## config.mk

```make
export PLATFORM = sky130hd
export DESIGN_NAME = ds2_frame_deframer
export DESIGN_NICKNAME = d
export VERILOG_FILES = /design/src/hdl/ds2fd_pkg.sv /design/src/hdl/ds2fd_in_stage.sv /design/src/hdl/ds2fd_parser.sv /design/src/hdl/ds2fd_out_stage.sv /design/src/hdl/ds2fd_frame_deframer.sv
export SDC_FILE = /design/constraint.sdc
export NUM_CORES = 1
export LEC_CHECK = 0
export BUFFER_PORTS_ARGS = -buffer_cell sky130_fd_sc_hd__buf_2
export CAP_MARGIN = 20
export CORE_MARGIN = 2
export CORE_UTILIZATION = 65
export DETAILED_ROUTE_END_ITERATION = 8
export PLACE_DENSITY = 0.93
export SLEW_MARGIN = 20
export SYNTH_ARGS = -nofsm -noshare
export SYNTH_HDL_FRONTEND = slang
export SYNTH_SLANG_ARGS = --single-unit
```

## constraint.sdc

```tcl
create_clock -name clk_i -period 9.7 [get_ports clk_i]
set_clock_uncertainty 0.15 [all_clocks]
set_input_delay 0.97 -clock clk_i [delete_from_list [all_inputs] [get_ports clk_i]]
set_output_delay 0.97 -clock clk_i [all_outputs]
set_load 0.01 [all_outputs]
```

## src/hdl/ds2fd_pkg.sv

```systemverilog
package ds2fd_pkg;

  // Frame header constants
  localparam logic [7:0] HDR_LEAD     = 8'hB8;
  localparam logic [7:0] HDR_ADDR_A   = 8'h29;
  localparam logic [7:0] HDR_ADDR_B   = 8'hF1;
  localparam logic [7:0] MAX_LONG_PAY = 8'd250;
  localparam logic [7:0] MIN_SHORT_SZ = 8'd3;
  // Header plus length byte plus checksum byte
  localparam logic [7:0] OVERHEAD_SHORT = 8'd3;
  localparam logic [7:0] OVERHEAD_LONG  = 8'd5;

  typedef enum logic {
    IN_BYTE = 1'b0,
    IN_EOC  = 1'b1
  } in_kind_e;

  typedef enum logic [2:0] {
    RK_PAYLOAD = 3'd0,
    RK_OK      = 3'd1,
    RK_BADSUM  = 3'd2,
    RK_BADLEN  = 3'd3,
    RK_TRUNC   = 3'd4
  } result_kind_e;

  typedef struct packed {
    logic kind;
    logic [7:0] value;
  } item_t;

  typedef struct packed {
    result_kind_e kind;
    logic [7:0]   pbyte;
    logic [7:0]   pindex;
    logic [7:0]   address;
    logic         long_hdr;
    logic [7:0]   plen;
  } result_t;

  // Payload count implied by a frame size; zero while the size is unknown.
  function automatic logic [7:0] declared_len(input logic [7:0] fsize, input logic long_hdr);
    logic [7:0] ovh;
    ovh = long_hdr ? OVERHEAD_LONG : OVERHEAD_SHORT;
    return (fsize < ovh) ? 8'd0 : (fsize - ovh);
  endfunction

endpackage

```

## src/hdl/ds2fd_in_stage.sv

```systemverilog
module ds2fd_in_stage (
  input  logic            clk_i,
  input  logic            rst_ni,
  input  logic            in_valid_i,
  output logic            in_ready_o,
  input  ds2fd_pkg::item_t item_i,
  input  logic            advance_i,
  output logic            valid_o,
  output ds2fd_pkg::item_t item_o
);

  logic             valid_q, valid_d;
  ds2fd_pkg::item_t item_q;
  logic             load;

  assign in_ready_o = !valid_q || advance_i;
  assign load       = in_valid_i && in_ready_o;

  always_comb begin
    valid_d = valid_q;
    if (load) begin
      valid_d = 1'b1;
    end else if (advance_i) begin
      valid_d = 1'b0;
    end
  end

  always_ff @(posedge clk_i or negedge rst_ni) begin
    if (!rst_ni) begin
      valid_q <= 1'b0;
    end else begin
      valid_q <= valid_d;
    end
  end

  always_ff @(posedge clk_i) begin
    if (load) begin
      item_q <= item_i;
    end
  end

  assign valid_o = valid_q;
  assign item_o  = item_q;

endmodule

```

## src/hdl/ds2fd_parser.sv

```systemverilog
module ds2fd_parser (
  input  logic               clk_i,
  input  logic               rst_ni,
  input  logic               step_i,
  input  ds2fd_pkg::item_t   item_i,
  output logic               res_valid_o,
  output ds2fd_pkg::result_t res_o
);

  logic [7:0] pos_q, pos_d;
  logic [7:0] hdr0_q, hdr0_d;
  logic [7:0] hdr1_q, hdr1_d;
  logic       long_q, long_d;
  logic [7:0] xor_q, xor_d;
  logic [7:0] fsize_q, fsize_d;
  logic       disc_q, disc_d;

  logic [7:0] b;
  logic       cand;
  logic       lng;
  logic [7:0] fs_eff;
  logic       frame_end;
  logic       good;

  assign b = item_i.value;

  always_comb begin
    pos_d   = pos_q;
    hdr0_d  = hdr0_q;
    hdr1_d  = hdr1_q;
    long_d  = long_q;
    xor_d   = xor_q;
    fsize_d = fsize_q;
    disc_d  = disc_q;
    res_valid_o    = 1'b0;
    res_o.kind     = ds2fd_pkg::RK_PAYLOAD;
    res_o.pbyte    = 8'd0;
    res_o.pindex   = 8'd0;
    res_o.address  = hdr0_q;
    res_o.long_hdr = long_q;
    res_o.plen     = ds2fd_pkg::declared_len(fsize_q, long_q);
    cand      = (hdr0_q == ds2fd_pkg::HDR_LEAD) &&
                ((b == ds2fd_pkg::HDR_ADDR_A) || (b == ds2fd_pkg::HDR_ADDR_B));
    lng       = ((hdr1_q == ds2fd_pkg::HDR_ADDR_A) && (b == ds2fd_pkg::HDR_ADDR_B)) ||
                ((hdr1_q == ds2fd_pkg::HDR_ADDR_B) && (b == ds2fd_pkg::HDR_ADDR_A));
    fs_eff    = ((pos_q == 8'd2) && (fsize_q == 8'd0)) ? hdr1_q : fsize_q;
    frame_end = ({1'b0, pos_q} + 9'd1) >= {1'b0, fs_eff};
    good      = (xor_q == b);

    if (item_i.kind == ds2fd_pkg::IN_EOC) begin
      // end of capture: report a partial frame, then start clean
      res_valid_o = !disc_q && (pos_q != 8'd0);
      res_o.kind  = ds2fd_pkg::RK_TRUNC;
      pos_d   = 8'd0;
      long_d  = 1'b0;
      xor_d   = 8'd0;
      fsize_d = 8'd0;
      disc_d  = 1'b0;
    end else if (!disc_q) begin
      if (pos_q == 8'd0) begin
        hdr0_d = b;
        xor_d  = b;
        pos_d  = 8'd1;
      end else if (pos_q == 8'd1) begin
        hdr1_d = b;
        xor_d  = xor_q ^ b;
        pos_d  = 8'd2;
        if (!cand) begin
          if (b < ds2fd_pkg::MIN_SHORT_SZ) begin
            res_valid_o = 1'b1;
            res_o.kind  = ds2fd_pkg::RK_BADLEN;
            res_o.plen  = b;
            pos_d   = 8'd0;
            xor_d   = 8'd0;
            fsize_d = 8'd0;
            disc_d  = 1'b1;
          end else begin
            fsize_d = b;
          end
        end
      end else if ((pos_q == 8'd2) && (fsize_q == 8'd0) && lng) begin
        long_d = 1'b1;
        xor_d  = xor_q ^ b;
        pos_d  = 8'd3;
      end else if (long_q && (pos_q == 8'd3)) begin
        // length byte of a long-header frame counts payload only
        if (b > ds2fd_pkg::MAX_LONG_PAY) begin
          res_valid_o = 1'b1;
          res_o.kind  = ds2fd_pkg::RK_BADLEN;
          res_o.plen  = b;
          pos_d   = 8'd0;
          long_d  = 1'b0;
          xor_d   = 8'd0;
          fsize_d = 8'd0;
          disc_d  = 1'b1;
        end else begin
          xor_d   = xor_q ^ b;
          fsize_d = b + ds2fd_pkg::OVERHEAD_LONG;
          pos_d   = 8'd4;
        end
      end else begin
        res_valid_o = 1'b1;
        res_o.plen  = ds2fd_pkg::declared_len(fs_eff, long_q);
        if (frame_end) begin
          // checksum byte closes the frame
          res_o.kind = good ? ds2fd_pkg::RK_OK : ds2fd_pkg::RK_BADSUM;
          pos_d   = 8'd0;
          long_d  = 1'b0;
          xor_d   = 8'd0;
          fsize_d = 8'd0;
          disc_d  = !good;
        end else begin
          res_o.pbyte  = b;
          res_o.pindex = pos_q - (long_q ? 8'd4 : 8'd2);
          xor_d   = xor_q ^ b;
          pos_d   = pos_q + 8'd1;
          fsize_d = fs_eff;
        end
      end
    end
  end

  always_ff @(posedge clk_i or negedge rst_ni) begin
    if (!rst_ni) begin
      pos_q   <= 8'd0;
      hdr0_q  <= 8'd0;
      hdr1_q  <= 8'd0;
      long_q  <= 1'b0;
      xor_q   <= 8'd0;
      fsize_q <= 8'd0;
      disc_q  <= 1'b0;
    end else if (step_i) begin
      pos_q   <= pos_d;
      hdr0_q  <= hdr0_d;
      hdr1_q  <= hdr1_d;
      long_q  <= long_d;
      xor_q   <= xor_d;
      fsize_q <= fsize_d;
      disc_q  <= disc_d;
    end
  end

endmodule

```

## src/hdl/ds2fd_out_stage.sv

```systemverilog
module ds2fd_out_stage (
  input  logic               clk_i,
  input  logic               rst_ni,
  input  logic               step_i,
  input  logic               res_valid_i,
  input  ds2fd_pkg::result_t res_i,
  input  logic               out_ready_i,
  output logic               out_valid_o,
  output ds2fd_pkg::result_t res_o
);

  logic               valid_q, valid_d;
  ds2fd_pkg::result_t res_q;

  always_comb begin
    valid_d = valid_q;
    if (valid_q && out_ready_i) begin
      valid_d = 1'b0;
    end
    if (step_i) begin
      valid_d = res_valid_i;
    end
  end

  always_ff @(posedge clk_i or negedge rst_ni) begin
    if (!rst_ni) begin
      valid_q <= 1'b0;
    end else begin
      valid_q <= valid_d;
    end
  end

  always_ff @(posedge clk_i) begin
    if (step_i && res_valid_i) begin
      res_q <= res_i;
    end
  end

  assign out_valid_o = valid_q;
  assign res_o       = res_q;

endmodule

```

## src/hdl/ds2fd_frame_deframer.sv

```systemverilog
// Path: a request passes through the input register, then one pass of parse logic, and
//   its result lands in the result register.
// Throughput: one request per cycle; the only stall is a held result register.
// Reset: rst_ni is asynchronous, active low; it empties both stages and clears
//   the frame state (position, checksum, size, drop mode) at once.
module ds2_frame_deframer (
  input  logic       clk_i,
  input  logic       rst_ni,
  input  logic       in_valid_i,
  output logic       in_ready_o,
  input  logic       kind_i,
  input  logic [7:0] byte_value_i,
  output logic       out_valid_o,
  input  logic       out_ready_i,
  output logic [2:0] result_kind_o,
  output logic [7:0] payload_byte_o,
  output logic [7:0] payload_index_o,
  output logic [7:0] address_byte_o,
  output logic       long_header_o,
  output logic [7:0] payload_length_o
);

  ds2fd_pkg::item_t   in_item;
  ds2fd_pkg::item_t   held_item;
  logic               held_valid;
  logic               step;
  logic               res_valid;
  ds2fd_pkg::result_t res;
  ds2fd_pkg::result_t out_res;

  assign in_item.kind  = kind_i;
  assign in_item.value = byte_value_i;

  // Advance the held request whenever the result register is free or being
  // drained this cycle; a request that yields no result still needs the slot
  // so ordering stays simple.
  assign step = held_valid && (!out_valid_o || out_ready_i);

  ds2fd_in_stage u_in_stage (
    .clk_i      (clk_i),
    .rst_ni     (rst_ni),
    .in_valid_i (in_valid_i),
    .in_ready_o (in_ready_o),
    .item_i     (in_item),
    .advance_i  (step),
    .valid_o    (held_valid),
    .item_o     (held_item)
  );

  // Parse one byte against the frame state: header detection, length checks,
  // running XOR and payload indexing all happen in this single pass.
  ds2fd_parser u_parser (
    .clk_i       (clk_i),
    .rst_ni      (rst_ni),
    .step_i      (step),
    .item_i      (held_item),
    .res_valid_o (res_valid),
    .res_o       (res)
  );

  // Hold the finished result until the downstream side takes it.
  ds2fd_out_stage u_out_stage (
    .clk_i       (clk_i),
    .rst_ni      (rst_ni),
    .step_i      (step),
    .res_valid_i (res_valid),
    .res_i       (res),
    .out_ready_i (out_ready_i),
    .out_valid_o (out_valid_o),
    .res_o       (out_res)
  );

  assign result_kind_o    = out_res.kind;
  assign payload_byte_o   = out_res.pbyte;
  assign payload_index_o  = out_res.pindex;
  assign address_byte_o   = out_res.address;
  assign long_header_o    = out_res.long_hdr;
  assign payload_length_o = out_res.plen;

endmodule

```

# ---- Yosys cells after proc, flatten, opt, wreduce, memory -nomap -nowiden
# Cells that the tools add are included.
dict set report op_classes {
  n_addsub 6
  n_lt_le_gt_ge 5
  eq_ne 15
  muxes 85
  bitwise_logic 4
  n_reduce_logical 32
}
# operator n
set ops {}
lappend ops {{two-way mux 8 bit} 40}
lappend ops {{two-way mux 19 bit} 3}
lappend ops {{two-way mux 16 bit} 3}
lappend ops {{two-way mux 1 bit} 28}
lappend ops {{== test 8 bit (second input constant)} 3}
lappend ops {{two-way mux 3 bit} 7}
lappend ops {{== test 8 x 2 -> 1 bit (second input constant)} 2}
lappend ops {{== test 8 x 6 -> 1 bit (second input constant)} 2}
lappend ops {{zero test 8 bit} 2}
lappend ops {{subtractor 8 bit} 2}
lappend ops {{logical AND 1 bit} 11}
lappend ops {{AND reduction 5 bit} 2}
lappend ops {{adder 8 x 1 -> 9 bit (second input constant)} 1}
lappend ops {{>= comparator 9 x 8 -> 1 bit} 1}
lappend ops {{adder 8 x 1 -> 8 bit (second input constant)} 1}
lappend ops {{adder 8 x 3 -> 8 bit (second input constant)} 1}
lappend ops {{== test 8 x 1 -> 1 bit (second input constant)} 1}
lappend ops {{== test 8 bit} 1}
lappend ops {{greater-than comparator 8 bit (second input constant)} 1}
lappend ops {{< comparator 8 x 2 -> 1 bit (second input constant)} 1}
lappend ops {{< comparator 8 x 3 -> 1 bit} 1}
lappend ops {{< comparator 8 bit} 1}
lappend ops {{two-way mux 2 bit} 4}
lappend ops {{nonzero test 8 bit} 1}
lappend ops {{other kinds (16)} 27}
dict set report word_totals {
  register_bits 89
  out_inout_bits 38
  word_cells 165
}

# ---- Logic depth before layout (Yosys ltp)
dict set report logic_depth {
  ltp_word 11
  ltp_mapped 15
}

# ---- Cells and area by module
# Synthesis repeated with hierarchy kept, for this count alone.
dict set report unflattened {
  cells_unflattened 501
  hier_area_um2 5277.6
}
# mod n_inst cells_each area_each_um2 seq_area_each_um2
set modules_own_cells {}
lappend modules_own_cells {ds2fd_parser 1 446 3813.7 1051.0}
lappend modules_own_cells {ds2fd_out_stage 1 40 1128.6 1106.1}
lappend modules_own_cells {ds2fd_in_stage 1 13 324.1 295.3}
lappend modules_own_cells {ds2_frame_deframer 1 2 11.3 0.0}

# ---- Worst setup path after synthesis
# Ideal clock, no wire load.
dict set report synth_path {
  path_kind {flip-flop to flip-flop}
  from {register u_parser.pos_q[0]}
  to {register u_out_stage.res_q (netlist bit u_out_stage.res_o[6]) (data pin)}
  setup_time_ps 271
  arrival_ps 3077
  required_time_ps 9279
  path_slack_ps 6201
  path_stages_with_launch 15
  cell_sequence {dfrtp_1 > inv_1 > ha_1 > nor4b_2 > and4_1 > buf_2 > a21oi_1 > inv_1 > fa_1 > a211o_1 > nor3_1 > o21ai_0 > and2_1 > o311ai_1 > o211ai_1}
}
# element line_no
set synth_lines {}
lappend synth_lines {{from (decl)} ds2fd_parser.sv:10} ;# logic [7:0] pos_q, pos_d;
lappend synth_lines {{from (signal assigned)} ds2fd_parser.sv:133} ;# pos_q <= pos_d;
lappend synth_lines {{to (signal assigned)} ds2fd_out_stage.sv:35} ;# res_q <= res_i;
lappend synth_lines {{to (decl)} ds2fd_out_stage.sv:13} ;# ds2fd_pkg::result_t res_q;

# ---- Worst setup path in the final report
dict set report layout_path {
  from {register u_parser.pos_q[0]}
  to {register u_out_stage.res_q (netlist bit u_out_stage.res_o[17]) (data pin)}
}
dict set report layout_between {
  elab_chain_cells 5
  elab_cells_between_ends 12
  cone_classes {add/sub (2); order compare (1); eq/ne (3); mux (1); reduce/logical (5)}
}
# element
set layout_rtl {}
lappend layout_rtl {{parallel branches: the longest is 5 deep, another holds adder 8 x 1 -> 9 bit}}
# Parallel ways; which one is timed is not known.
# A chain may end at the register's enable or synchronous reset.

==> key figures <==
Outcome
  – Status: complete, no violations

CTS
  – Root buf cell: clkbuf_8
  – H-Tree Depth: 3
  – Clk Latency, worst-skew pair: 0.37 ns
  – CTS Buffer Depth: 2
  – CTS Hold Buffers Added: 0
  – Clock sink count: a little under 90
  – Post-CTS Resized: 0
  – Postcts setup bufs: 0
  – Clock transition at the registers of the reported paths: around 0.09 ns
  – CTS tree: done
  – CTS buffer count: 9

Route
  – Detailed-route via count: roughly 4600
  – Routed WL: 13.9 mm
  – Antenna viol nets, final: 0
  – Drt first pass iters: 6
  – Routed len/inst: between 20 and 25 um
  – Initial DRC Count: 630
  – Drt drc: 0
  – Via/cell ratio: around 6.9

Synth
  – Syn Inst Count: roughly 530
  – Synth area leader: edfxtp_1
  – Synthesized area: 5420 um2
  – Syn nets: approximately 560
  – Synth Register Bits: 89
  – Yosys top cell area share: 0.250
  – Async S/R FF share, synth: 0.494
  – Synth Flop Type: edfxtp_1
  – Post-synth EDFFs: 45
  – Main area contributors after synthesis: edfxtp_1, dfrtp_1, ha_1, mux2_2, a21oi_1
  – Mean area per synthesized cell: between 10 and 15 um2
  – Unique masters post-synth: 71
  – Synth warn: 0
  – Post-synthesis sequential area ratio: 0.453

Floorplanning
  – IO Count: 51
  – Site row count: 33
  – Die area: between 9000 and 10000 um2
  – Starting Density: 0.666
  – Die width: roughly 95 um
  – Placeable Area: roughly 8100 um2
  – Die H: roughly 95 um

Critical path
  – Worst Setup End Kind: register
  – CP startpoint kind: register
  – Worst reg2reg setup slack: 5.30 ns
  – Worst reg-to-reg path cell count: 12
  – Crit-path max FO: 15
  – Critical-path cell list: inv_1 > ha_1 > nor4b_2 > and4_1 > a21oi_1 > ha_1 > a21oi_1 > nor2b_1 > nor3_1 > o211a_1 > nand2_1 > nor2_1
  – Slowest cell delay on critical path: ~0.57 ns
  – Critical register-to-register path startpoint: u_parser.pos_q[0]$_DFFE_PN0P_
  – WP data arrival: about 4.5 ns
  – CP Data Required Time: 9.76 ns
  – CP Class: reg -> reg
  – Crit. Startpoint: u_parser.pos_q[0]$_DFFE_PN0P_
  – Reg2reg end: u_out_stage.res_o[17]$_SDFFCE_PP0P_
  – CP max-delay cell: o211a_1
  – Crit path to: u_out_stage.res_o[17]$_SDFFCE_PP0P_

Timing
  – Final min period: 4.40 ns
  – Relative slew slack: 0.374
  – Setup violations, final: 0
  – Setup TNS: 0 ns
  – Worst-Margin Slew: approximately 0.94 ns
  – F_max: roughly 230 MHz
  – Unrepaired setup endpoints after global routing: false
  – Final Hold Viols: 0
  – Slew Viols, Final: 0
  – Final worst-path cycle share: 0.454
  – Final worst slack: around 5.3 ns

Finish
  – Area growth syn-to-layout: 7.90%
  – Finished Core Util: 0.718
  – Layout cells sized above 1: 0.170
  – Most common cell after layout, fill and taps aside: buf_2
  – Commonest non-fill, non-tap cells in the layout: buf_2, edfxtp_1, dfrtp_1
  – Antenna diode count: 0
  – # nets final: just under 600

Power
  – Power per Cell Area: about 300 nW/um2
  – LEAKAGE: 2.43 nW
  – IR drop worst, VDD: around 0.15 mV

Place
  – Worst slack, placed: between 5 and 6 ns
  – Buffers on Ports: 50
  – Dpl hpwl: 9.96 mm
  – Final GP Congestion: around 0.97

Worst hold path
  – Hold WC Path Type: reg -> reg

Flow run
  – Maximum Capacitance Violations: 0

GRT
  – Largest net degree at the start of global routing: 45
  – Initial antenna violation count: 0
  – First-pass GRT wire length: around 22 mm
  – All-Layer GR Usage: 0.320
  – Vias in the first global route: between 4000 and 5000
  – Total gr overflow: 0
layer usage:
layer / track usage / part of all wire / vias to the layer above
li1: - / - / 2049
met1: 0.428 / 0.39 / 2173
met4: 0.167 / 0.041 / 0
met2: 0.508 / 0.47 / 295
met3: 0.0443 / 0.091 / 58
met5: 0 / 0 / -
area by class of cell:
cell class,count,area (um2)
clock buffers,10,128
clock inverters,6,76.3
fillers,597,2290
inverters,16,60.1
multi-input cells,387,2740
flip-flops and latches,89,2450
well taps,105,131
repair buffers,51,260
state kept, by name, summed over array words and instances (netlist names):
| name | count |
|---|---|
| u_parser.pos_q | 8 |
| u_parser.disc_q | 1 |
| u_out_stage.res_o | 36 |
| u_parser.xor_q | 8 |
| u_in_stage.item_o | 9 |
| u_parser.hdr1_q | 8 |
| u_parser.hdr0_q | 8 |
| u_in_stage.valid_o | 1 |
| u_out_stage.out_valid_o | 1 |
| u_parser.long_q | 1 |
| u_parser.fsize_q | 8 |
report_power, final:
group	total (mW)	switching [mW]	internal, mW
clock	0.267	0.143	0.123
sequential	0.679	0.121	0.558
combinational	0.828	0.505	0.323
worst max-delay path, delay by kind of cell, from the launching register on:
kind | cells | cell delay [ns]
compound gates | 3 | 0.93
fa+ha+maj | 2 | 0.51
flops | 1 | 0.48
simple gates | 6 | 2.03
buf+inv | 1 | 0.15
through the flow:
stage          instance area, um2  power (mW)  hold WS, ns  cells
2_1_floorplan                5420        1.32        0.284    527
3_3_place_gp                 5630        1.46        0.304    648
3_5_place_dp                 5630        1.49        0.305    648
4_1_cts                      5840        1.75        0.330    664
5_1_grt                      5840        1.88        0.337    664
6_report                     5840        1.77        0.325    664
Yosys cell counts, drive strengths merged, types with 11 or more instances:
cell and count:
edfxtp 45, dfrtp 44, nor2 38, nand2 37, a21oi 32, nand2b 24, ha 21, o21ai 20
clkbuf 19, buf 16, inv 16, mux2 15, nand3 14, nor3 14, xnor2 11
how the worst min path moves through the flow:
stage / start / end / cells past startpoint
CTS: u_parser.hdr0_q[2]$_DFFE_PN0P_ / u_out_stage.res_o[11]$_DFFE_PP_ / 0
finish: u_parser.hdr0_q[2]$_DFFE_PN0P_ / u_out_stage.res_o[11]$_DFFE_PP_ / 0
floorplan: u_parser.hdr0_q[6]$_DFFE_PN0P_ / u_out_stage.res_o[15]$_DFFE_PP_ / 0
detailed placement: u_parser.hdr0_q[0]$_DFFE_PN0P_ / u_out_stage.res_o[9]$_DFFE_PP_ / 0
global route: u_parser.hdr0_q[6]$_DFFE_PN0P_ / u_out_stage.res_o[15]$_DFFE_PP_ / 0
global placement: u_parser.hdr0_q[2]$_DFFE_PN0P_ / u_out_stage.res_o[11]$_DFFE_PP_ / 0
kinds of logic (layout without fill, tap and decap cells):
kind of cell,count (synthesis),in the layout,share of synthesized area
buf+inv,51,83,0.0434
flops,89,89,0.453
simple gates,190,190,0.193
fa+ha+maj,24,24,0.0596
mux,18,18,0.0367
compound gates,135,135,0.182
xor+xnor,20,20,0.0323
No activity file was read; power rests on OpenSTA's default activity.
